===== src/rtl/core/tpjm_pkg.sv =====
// Shared types, widths and codes of the tick period jitter monitor.
// Used by every module of the block but tpjm_cell; depends on nothing.
`default_nettype none

package tpjm_pkg;

  // Field widths
  localparam int STAMP_W    = 64;
  localparam int PERIOD_W   = 40;
  localparam int NOM_W      = 32;
  localparam int TOL_W      = 8;
  localparam int STAT_W     = 2;
  localparam int LIMIT_W    = NOM_W + TOL_W + 1;
  localparam int CMP_W      = 64;
  localparam int CFG_IDX_W  = 2;
  localparam int CFG_DATA_W = 32;

  // Default ring depth, a power of two from 2 to 256
  localparam int RING_DEPTH_DEF = 16;

  // Reset value of the tolerance register
  localparam logic [TOL_W-1:0] TOL_RESET = 8'd64;

  // Configuration register indexes
  localparam logic [CFG_IDX_W-1:0] CFG_NOMINAL = 2'd0;
  localparam logic [CFG_IDX_W-1:0] CFG_TOL     = 2'd1;
  localparam logic [CFG_IDX_W-1:0] CFG_ENABLE  = 2'd2;

  // Result status codes
  localparam logic [STAT_W-1:0] STAT_OK      = 2'd0;
  localparam logic [STAT_W-1:0] STAT_RESET   = 2'd1;
  localparam logic [STAT_W-1:0] STAT_ERROR   = 2'd2;
  localparam logic [STAT_W-1:0] STAT_RESTART = 2'd3;

  // Request types
  localparam logic REQ_TICK    = 1'b0;
  localparam logic REQ_RESTART = 1'b1;

  // Sequencer states
  typedef enum logic [2:0] {
    S_IDLE,
    S_EXEC,
    S_REFILL,
    S_ACCUM,
    S_CHECK,
    S_DONE
  } state_t;

  // Control from the sequencer to the period chain
  typedef struct packed {
    logic shift;  // advance every cell by one place
    logic fill;   // feed the nominal period instead of the new period
  } ring_ctrl_t;

endpackage

`default_nettype wire


===== src/rtl/core/tpjm_cell.sv =====
// One cell of the period chain: holds one stored period.
// Uses no package items; instantiated by tpjm_ring.
`default_nettype none

module tpjm_cell #(
  parameter int W = 40
) (
  input  wire logic         clk,
  input  wire logic         rst_n,
  input  wire logic         shift,
  input  wire logic [W-1:0] d,
  output logic      [W-1:0] q
);

  logic [W-1:0] val_r;

  // Take the neighbor's value on each shift
  always_ff @(posedge clk) begin
    if (!rst_n) begin
      val_r <= '0;
    end else if (shift) begin
      val_r <= d;
    end
  end

  assign q = val_r;

endmodule

`default_nettype wire


===== src/rtl/core/tpjm_ring.sv =====
// Chain of period cells: newest period enters at cell 0, oldest leaves the last cell.
// Depends on tpjm_pkg and tpjm_cell.
`default_nettype none

module tpjm_ring #(
  parameter int RING_DEPTH = tpjm_pkg::RING_DEPTH_DEF
) (
  input  wire logic                            clk,
  input  wire logic                            rst_n,
  input  wire tpjm_pkg::ring_ctrl_t            ctrl,
  input  wire logic [tpjm_pkg::PERIOD_W-1:0]   period,
  input  wire logic [tpjm_pkg::NOM_W-1:0]      nominal,
  output logic      [tpjm_pkg::PERIOD_W-1:0]   oldest
);

  logic [tpjm_pkg::PERIOD_W-1:0] din;
  logic [tpjm_pkg::PERIOD_W-1:0] tap [RING_DEPTH];

  // Select what enters the chain
  assign din = ctrl.fill ? tpjm_pkg::PERIOD_W'(nominal) : period;

  // Build the chain, each cell fed by its left neighbor
  for (genvar i = 0; i < RING_DEPTH; i++) begin : g_cell
    if (i == 0) begin : g_head
      tpjm_cell #(.W(tpjm_pkg::PERIOD_W)) u_cell (
        .clk   (clk),
        .rst_n (rst_n),
        .shift (ctrl.shift),
        .d     (din),
        .q     (tap[i])
      );
    end else begin : g_body
      tpjm_cell #(.W(tpjm_pkg::PERIOD_W)) u_cell (
        .clk   (clk),
        .rst_n (rst_n),
        .shift (ctrl.shift),
        .d     (tap[i-1]),
        .q     (tap[i])
      );
    end
  end

  assign oldest = tap[RING_DEPTH-1];

endmodule

`default_nettype wire


===== src/rtl/core/tick_period_jitter_monitor_unit.sv =====
// Top level of the tick period jitter monitor: sequencer, timing state and result register.
// Depends on tpjm_pkg and tpjm_ring (which uses tpjm_cell).
//
//  channel | direction | handshake              | payload
//  --------+-----------+------------------------+-----------------------------------------
//  in_     | input     | in_valid / in_ready    | in_req_type, in_timestamp
//  out_    | output    | out_valid / out_ready  | out_status, out_late_amount,
//          |           |                        | out_elapsed_time, out_last_time
//  cfg_    | input     | cfg_valid / cfg_ready  | cfg_index, cfg_data
//
// A restart passes S_EXEC and S_DONE, a continuing tick without the check S_EXEC, S_ACCUM
// and S_DONE, a checked tick S_CHECK as well. A tick that opens a new run with the check
// enabled refills the period chain in S_REFILL, one cell per cycle. in_ready is high
// only in S_IDLE and rises again once the result is in the output register.
// Reset (rst_n low, synchronous) empties the last timestamp, clears elapsed time, the
// chain and the sum, and loads the register defaults. A stalled result holds in the
// output register; the next request is taken meanwhile and waits in its final state.
// cfg_ready is always high.
`default_nettype none

module tick_period_jitter_monitor_unit #(
  parameter int RING_DEPTH = tpjm_pkg::RING_DEPTH_DEF
) (
  input  wire logic                                clk,
  input  wire logic                                rst_n,
  // request channel
  input  wire logic                                in_valid,
  output logic                                     in_ready,
  input  wire logic                                in_req_type,
  input  wire logic [tpjm_pkg::STAMP_W-1:0]        in_timestamp,
  // result channel
  output logic                                     out_valid,
  input  wire logic                                out_ready,
  output logic      [tpjm_pkg::STAT_W-1:0]         out_status,
  output logic      [tpjm_pkg::PERIOD_W-1:0]       out_late_amount,
  output logic      [tpjm_pkg::STAMP_W-1:0]        out_elapsed_time,
  output logic      [tpjm_pkg::STAMP_W-1:0]        out_last_time,
  // configuration channel
  input  wire logic                                cfg_valid,
  output logic                                     cfg_ready,
  input  wire logic [tpjm_pkg::CFG_IDX_W-1:0]      cfg_index,
  input  wire logic [tpjm_pkg::CFG_DATA_W-1:0]     cfg_data
);

  localparam int LOG2D = $clog2(RING_DEPTH);
  localparam int SUM_W = tpjm_pkg::PERIOD_W + LOG2D;
  localparam logic [LOG2D-1:0] CNT_LAST = LOG2D'(RING_DEPTH - 1);

  // Configuration registers
  logic [tpjm_pkg::NOM_W-1:0]    nominal_r;
  logic [tpjm_pkg::TOL_W-1:0]    tol_r;
  logic                          en_r;

  // Sequencer
  tpjm_pkg::state_t              state_r, state_nxt;
  logic [LOG2D-1:0]              cnt_r;

  // Request and timing state
  logic                          req_r;
  logic [tpjm_pkg::STAMP_W-1:0]  stamp_r;
  logic [tpjm_pkg::STAMP_W-1:0]  last_r;
  logic [tpjm_pkg::STAMP_W-1:0]  elapsed_r;
  logic [tpjm_pkg::PERIOD_W-1:0] period_r;
  logic [SUM_W-1:0]              sum_r;
  logic [tpjm_pkg::LIMIT_W-1:0]  limit_r;
  logic [tpjm_pkg::STAT_W-1:0]   status_r;
  logic [tpjm_pkg::PERIOD_W-1:0] late_r;

  // Result register
  logic                          out_valid_r;
  logic [tpjm_pkg::STAT_W-1:0]   out_status_r;
  logic [tpjm_pkg::PERIOD_W-1:0] out_late_r;
  logic [tpjm_pkg::STAMP_W-1:0]  out_elapsed_r;
  logic [tpjm_pkg::STAMP_W-1:0]  out_last_r;

  // Datapath nets
  logic                          in_fire, cfg_fire, out_load;
  tpjm_pkg::ring_ctrl_t          ring_ctrl;
  logic [tpjm_pkg::PERIOD_W-1:0] oldest;
  logic [tpjm_pkg::STAMP_W:0]    diff;
  logic [tpjm_pkg::PERIOD_W-1:0] period_sat;
  logic [tpjm_pkg::STAMP_W:0]    elapsed_sum;
  logic [tpjm_pkg::CMP_W-1:0]    sum_scaled, limit_scaled;
  logic                          over;
  logic [tpjm_pkg::PERIOD_W-1:0] nominal_ext;

  assign in_fire  = in_valid && in_ready;
  assign cfg_fire = cfg_valid && cfg_ready;
  assign cfg_ready = 1'b1;

  // Next state
  always_comb begin
    state_nxt = state_r;
    case (state_r)
      tpjm_pkg::S_IDLE: begin
        if (in_valid) state_nxt = tpjm_pkg::S_EXEC;
      end
      tpjm_pkg::S_EXEC: begin
        if (req_r == tpjm_pkg::REQ_RESTART) begin
          state_nxt = tpjm_pkg::S_DONE;
        end else if (last_r == '0) begin
          state_nxt = en_r ? tpjm_pkg::S_REFILL : tpjm_pkg::S_DONE;
        end else begin
          state_nxt = tpjm_pkg::S_ACCUM;
        end
      end
      tpjm_pkg::S_REFILL: begin
        if (cnt_r == CNT_LAST) state_nxt = tpjm_pkg::S_DONE;
      end
      tpjm_pkg::S_ACCUM: begin
        state_nxt = en_r ? tpjm_pkg::S_CHECK : tpjm_pkg::S_DONE;
      end
      tpjm_pkg::S_CHECK: begin
        state_nxt = tpjm_pkg::S_DONE;
      end
      tpjm_pkg::S_DONE: begin
        if (!out_valid_r || out_ready) state_nxt = tpjm_pkg::S_IDLE;
      end
      default: state_nxt = tpjm_pkg::S_IDLE;
    endcase
  end

  // Sequencer outputs
  always_comb begin
    in_ready       = 1'b0;
    out_load       = 1'b0;
    ring_ctrl.shift = 1'b0;
    ring_ctrl.fill  = 1'b0;
    case (state_r)
      tpjm_pkg::S_IDLE:   in_ready = 1'b1;
      tpjm_pkg::S_REFILL: begin
        ring_ctrl.shift = 1'b1;
        ring_ctrl.fill  = 1'b1;
      end
      tpjm_pkg::S_ACCUM:  ring_ctrl.shift = en_r;
      tpjm_pkg::S_DONE:   out_load = !out_valid_r || out_ready;
      default: ;
    endcase
  end

  always_ff @(posedge clk) begin
    if (!rst_n) begin
      state_r <= tpjm_pkg::S_IDLE;
    end else begin
      state_r <= state_nxt;
    end
  end

  // Period chain
  tpjm_ring #(.RING_DEPTH(RING_DEPTH)) u_ring (
    .clk     (clk),
    .rst_n   (rst_n),
    .ctrl    (ring_ctrl),
    .period  (period_r),
    .nominal (nominal_r),
    .oldest  (oldest)
  );

  // Period since the last stamp: zero when time runs backwards, saturate at 40 bits
  assign diff = {1'b0, stamp_r} - {1'b0, last_r};
  always_comb begin
    if (diff[tpjm_pkg::STAMP_W]) begin
      period_sat = '0;
    end else if (|diff[tpjm_pkg::STAMP_W-1:tpjm_pkg::PERIOD_W]) begin
      period_sat = '1;
    end else begin
      period_sat = diff[tpjm_pkg::PERIOD_W-1:0];
    end
  end

  assign elapsed_sum = {1'b0, elapsed_r} + {25'd0, period_r};

  // Average check: sum * 256 against limit * depth, both exact
  assign sum_scaled   = tpjm_pkg::CMP_W'({sum_r, 8'd0});
  assign limit_scaled = tpjm_pkg::CMP_W'({limit_r, LOG2D'(0)});
  assign over         = sum_scaled > limit_scaled;
  assign nominal_ext  = tpjm_pkg::PERIOD_W'(nominal_r);

  // Configuration and timing state
  always_ff @(posedge clk) begin
    if (!rst_n) begin
      nominal_r <= '0;
      tol_r     <= tpjm_pkg::TOL_RESET;
      en_r      <= 1'b0;
      last_r    <= '0;
      elapsed_r <= '0;
      sum_r     <= '0;
      cnt_r     <= '0;
    end else begin
      case (state_r)
        tpjm_pkg::S_EXEC: begin
          cnt_r <= '0;
          if (req_r == tpjm_pkg::REQ_RESTART) begin
            last_r <= '0;
          end else begin
            last_r <= stamp_r;
            if (last_r == '0) begin
              elapsed_r <= '0;
              if (en_r) sum_r <= SUM_W'(nominal_r) << LOG2D;
            end
          end
        end
        tpjm_pkg::S_REFILL: cnt_r <= cnt_r + 1'b1;
        tpjm_pkg::S_ACCUM: begin
          elapsed_r <= elapsed_sum[tpjm_pkg::STAMP_W] ? '1
                                                      : elapsed_sum[tpjm_pkg::STAMP_W-1:0];
          if (en_r) sum_r <= sum_r + SUM_W'(period_r) - SUM_W'(oldest);
        end
        default: ;
      endcase
      // Register writes; a new nominal or enable starts a new run
      if (cfg_fire) begin
        case (cfg_index)
          tpjm_pkg::CFG_NOMINAL: begin
            nominal_r <= cfg_data[tpjm_pkg::NOM_W-1:0];
            last_r    <= '0;
          end
          tpjm_pkg::CFG_TOL:    tol_r <= cfg_data[tpjm_pkg::TOL_W-1:0];
          tpjm_pkg::CFG_ENABLE: begin
            en_r   <= cfg_data[0];
            last_r <= '0;
          end
          default: ;
        endcase
      end
    end
  end

  // Request capture, period, limit and status
  always_ff @(posedge clk) begin
    if (in_fire) begin
      req_r   <= in_req_type;
      stamp_r <= in_timestamp;
    end
    case (state_r)
      tpjm_pkg::S_EXEC: begin
        period_r <= period_sat;
        limit_r  <= tpjm_pkg::LIMIT_W'(nominal_r)
                    * tpjm_pkg::LIMIT_W'({1'b0, tol_r} + 9'd256);
        late_r   <= '0;
        if (req_r == tpjm_pkg::REQ_RESTART) begin
          status_r <= tpjm_pkg::STAT_RESTART;
        end else if (last_r == '0) begin
          status_r <= tpjm_pkg::STAT_RESET;
        end else begin
          status_r <= tpjm_pkg::STAT_OK;
        end
      end
      tpjm_pkg::S_CHECK: begin
        if (over) begin
          status_r <= tpjm_pkg::STAT_ERROR;
          late_r   <= (period_r > nominal_ext) ? period_r - nominal_ext : '0;
        end
      end
      default: ;
    endcase
  end

  // Result register
  always_ff @(posedge clk) begin
    if (!rst_n) begin
      out_valid_r <= 1'b0;
    end else if (out_load) begin
      out_valid_r <= 1'b1;
    end else if (out_ready) begin
      out_valid_r <= 1'b0;
    end
  end

  always_ff @(posedge clk) begin
    if (out_load) begin
      out_status_r  <= status_r;
      out_late_r    <= late_r;
      out_elapsed_r <= elapsed_r;
      out_last_r    <= last_r;
    end
  end

  assign out_valid        = out_valid_r;
  assign out_status       = out_status_r;
  assign out_late_amount  = out_late_r;
  assign out_elapsed_time = out_elapsed_r;
  assign out_last_time    = out_last_r;

endmodule

`default_nettype wire


===== config.mk =====
export PLATFORM = sky130hd
export DESIGN_NAME = tick_period_jitter_monitor_unit
export DESIGN_NICKNAME = d
export VERILOG_FILES = /design/src/rtl/core/tpjm_pkg.sv /design/src/rtl/core/tpjm_cell.sv /design/src/rtl/core/tpjm_ring.sv /design/src/rtl/core/tick_period_jitter_monitor_unit.sv
export SDC_FILE = /design/constraint.sdc
export NUM_CORES = 2
export LEC_CHECK = 0
export BUFFER_PORTS_ARGS = -buffer_cell sky130_fd_sc_hd__clkbuf_2
export CORE_UTILIZATION = 32
export CTS_CLUSTER_DIAMETER = 150
export DETAILED_ROUTE_END_ITERATION = 6
export GPL_TIMING_DRIVEN = 0
export PLACE_DENSITY = 0.43
export SLEW_MARGIN = 10
export SYNTH_ARGS = -nofsm -noshare
export SYNTH_HDL_FRONTEND = slang
export SYNTH_SLANG_ARGS = --single-unit

===== constraint.sdc =====
create_clock -name clk -period 12.45 [get_ports clk]
set_input_delay 1.245 -clock clk [delete_from_list [all_inputs] [get_ports clk]]
set_output_delay 1.245 -clock clk [all_outputs]
set_load 0.02 [all_outputs]

==> flow_summary.yaml <==
outcome:
  outcome: "finished, violations left"
  violations: "design-rule violations"
drt:
  routed_wl_um: 232000
  vias: 53100
  routed_via_density: 5.02
  drc: 1
  drt_iter0_drc: 3452
  wire_per_inst_um: 21.9
  route.antenna.remaining_nets: 0
  drtPass1Iterations: 7
setup_path:
  crit_type: "reg -> reg"
  cp_max_fo: 10
  cp_cell_sequence: "clkbuf_1, nand2_1, fa_1, inv_1, fa_1, inv_1, fa_1, inv_1, fa_1, fa_1, ha_1, or3_1, o211a_1, a2111o_1, o41a_1, o221ai_2, o22ai_1, o21ai_1, o41ai_1, a221oi_1, o21ai_1, xnor2_1"
  slowest_delay_ns: 0.79
  critPathBufInv: 4
  required_ns: 13.02
  end_kind: "register"
  path_common_cell: "fa_1"
  crit_slowest_cell: "dfxtp_1"
  cp_top_family: "adder cells"
  arrival_ns: 8.62
  cp-start-kind: "register"
synthesis:
  yosysMostFrequentCell: "nand2_1"
  ys_ff_latch: 1219
  seq_area_frac_synth_pct: 42.6
  synth_top_area_share_pct: 26.2
  synth_top_cell_by_area: "dfxtp_1"
  yosysWarnings: 0
  syn_inst: 7349
  syn_area_per_cell_um2: 8.95
  synthDistinctLibCells: 94
  synth_commonest_cells: "nand2_1 (1781), dfxtp_1 (861), inv_1 (579), a21boi_0 (511), a21oi_1 (478)"
  synth_area_um2: 65800
  synth_ff_type: "dfxtp_1"
  synth_edf_count: 358
  synthTopCellsByArea: "dfxtp_1 (26%), edfxtp_1 (16%), nand2_1 (10%)"
  async_flop_share_pct: 0
  syn_nets: 8027
floorplanning:
  start_util_pct: 32.2
  coreArea_um2: 204000
  die_y_um: 455
  die_x_um: 455
  rows: 166
  ios: 277
  dieArea_um2: 207000
grt:
  antenna_found_initial: 15
  gr-total-overflow: 0
  grt_pass1_vias: 53200
  grt_max_degree: 49
  grt_use_total_pct: 22.2
  grt_pass1_wl_um: 342000
sta:
  tightestPinTransition_ns: 1.38
  period_minus_slack_ns: 8.05
  finalCritPeriodShare_pct: 64.7
  setup_viol: 0
  finalClockSkew_ns: 0.0346
  slew_violations: 0
  final-hold-violation-count: 0
  max-slew-margin-rel_pct: 7.71
  max_freq_mhz: 124
  rsz0062_at_grt: "false"
  timing.setup.tns_ns: 0
  timing.final.ws_setup_ns: 4.40
  timing.hold.ws_ns: 0.409
power_and_ir_drop:
  power_frac_clock_pct: 29.1
  p_leak_nw: 29.3
  switchingPower_mw: 5.82
  sw_frac_of_total_pct: 39.9
  seqPwrFrac_pct: 35.7
  power_mw: 14.6
  internal_power_mw: 8.78
  p_comb_share_pct: 35.1
  vdd.ir_drop.worst_mv: 0.153
  powerDensity_nw_per_um2: 193
cts:
  ctsHtreeMaxLevel: 4
  ctsResizeCount: 0
  cts_hold_repair.buffers: 0
  cts_made_buffers: 144
  clk_path_buf_depth: 3
  insertion_delay_ns: 0.82
  path_clk_slew_ns: 0.06
  clock_sinks: 1219
  cts-root-buf: "clkbuf_16"
  cts_tree: "built"
  post_cts_buffers: 0
placed_design:
  dpl.hpwl_um: 184000
  port_buffers: 275
  place_area_um2: 70800
  gp_congestion: 0.912
  pre_cts_ws_ns: 4.42
layout:
  drive_above_1_share_pct: 7.93
  finalInstanceArea_um2: 75600
  layout.nets: 8460
  syn_to_final_growth_pct: 14.9
worst_hold_path:
  hold_path_class: "reg -> reg"
run:
  cap_violations: 0
## registers in the layout, summed over array words and instances, names as in the netlist, 41 cells and up
register	cells
elapsed_r	64
last_r	64
limit_r	41
out_elapsed_time	64
out_last_time	64
stamp_r	64
sum_r	44
u_ring.g_cell.g_body.u_cell.q	600
## kinds of logic after synthesis
kind of cell / after synthesis / synth area share (%)
xor+xnor: 184 / 2.45
buf+inv: 1005 / 5.94
flops: 1219 / 42.6
fa+ha+maj: 574 / 13.8
compound gates: 1734 / 17.8
other cells: 1 / 0.00570
simple gates: 2615 / 17.2
mux: 17 / 0.261
## worst register-to-register path: stages (launching register included)
cell and delay, ns:
dfxtp_1 0.79, clkbuf_1 0.60, nand2_1 0.17, fa_1 0.58, inv_1 0.05, fa_1 0.49
inv_1 0.05, fa_1 0.47, inv_1 0.05, fa_1 0.50, fa_1 0.50, ha_1 0.26
or3_1 0.40, o211a_1 0.23, a2111o_1 0.47, o41a_1 0.42, o221ai_2 0.26, o22ai_1 0.24
o21ai_1 0.27, o41ai_1 0.15, a221oi_1 0.53, o21ai_1 0.18, xnor2_1 0.16
## per-layer routing
layer / global-route usage, % / share of wire [%]
met5: 0 / 0
met4: 6.55 / 2.8
met3: 3.37 / 5.3
met2: 36.2 / 46
met1: 30.3 / 46
## per-stage QoR
step,utilization [%],instances
detailed placement,34.6,10300
CTS,37.0,10600
global placement,34.5,10300
finish,37.0,10600
floorplan,-,7349
global route,37.0,10600
## path summary, 6_finish.rpt
path / startpoint / to / slack [ns] / cells after the start
worst max-delay path: nominal_r[5]$_SDFFE_PN0P_ / limit_r[40]$_DFFE_PP_ / 4.40 / 22
worst min-delay path: late_r[33]$_SDFFCE_PP0P_ / out_late_amount[33]$_DFFE_PP_ / 0.41 / 0
worst max register to register: nominal_r[5]$_SDFFE_PN0P_ / limit_r[40]$_DFFE_PP_ / 4.40 / 22
worst min register to register: late_r[33]$_SDFFCE_PP0P_ / out_late_amount[33]$_DFFE_PP_ / 0.41 / 0
## placed cells by master, fill, tap and decap left out, drive strengths merged, types with 10 or more instances in the layout
master / count
clkinv: 37
o21bai: 40
edfxtp: 358
a21boi: 515
dfxtp: 861
xnor2: 118
nand4: 62
buf: 42
nor3: 51
nand2: 1782
a31oi: 41
a21o: 145
or3: 22
o21ai: 173
nand3b: 65
mux2i: 16
nand3: 56
clkbuf: 879
a221oi: 11
ha: 323
o31ai: 16
inv: 589
and3: 30
or2: 17
nor2: 250
nor2b: 51
a311oi: 65
o21a: 27
a21oi: 525
a211oi: 64
nor4: 24
fa: 251
nand2b: 49
xor2: 66
and2: 129
o211ai: 12
a2111oi: 10
## final cells by class
type | instances | area (um2)
well taps | 2688 | 3360
plain buffers | 425 | 1730
clock inverters | 50 | 598
flip-flops and latches | 1219 | 28000
diodes | 4 | 10.0
multi-input cells | 5125 | 33900
clock buffers | 211 | 4190
fillers | 21300 | 129000
repair buffers | 287 | 1630
inverters | 580 | 2180
## power by group through the flow
| stage | registers (mW) | clock network (mW) | logic (mW) |
|---|---|---|---|
| 2_1_floorplan | 5.02 | 0 | 3.51 |
| 3_3_place_gp | 5.37 | 0 | 5.03 |
| 3_5_place_dp | 5.28 | 0 | 5.11 |
| 4_1_cts | 5.20 | 4.38 | 5.14 |
| 5_1_grt | 5.24 | 4.53 | 5.69 |
| 6_report | 5.22 | 4.25 | 5.13 |
Note: power is estimated with default switching activity, not from simulation.
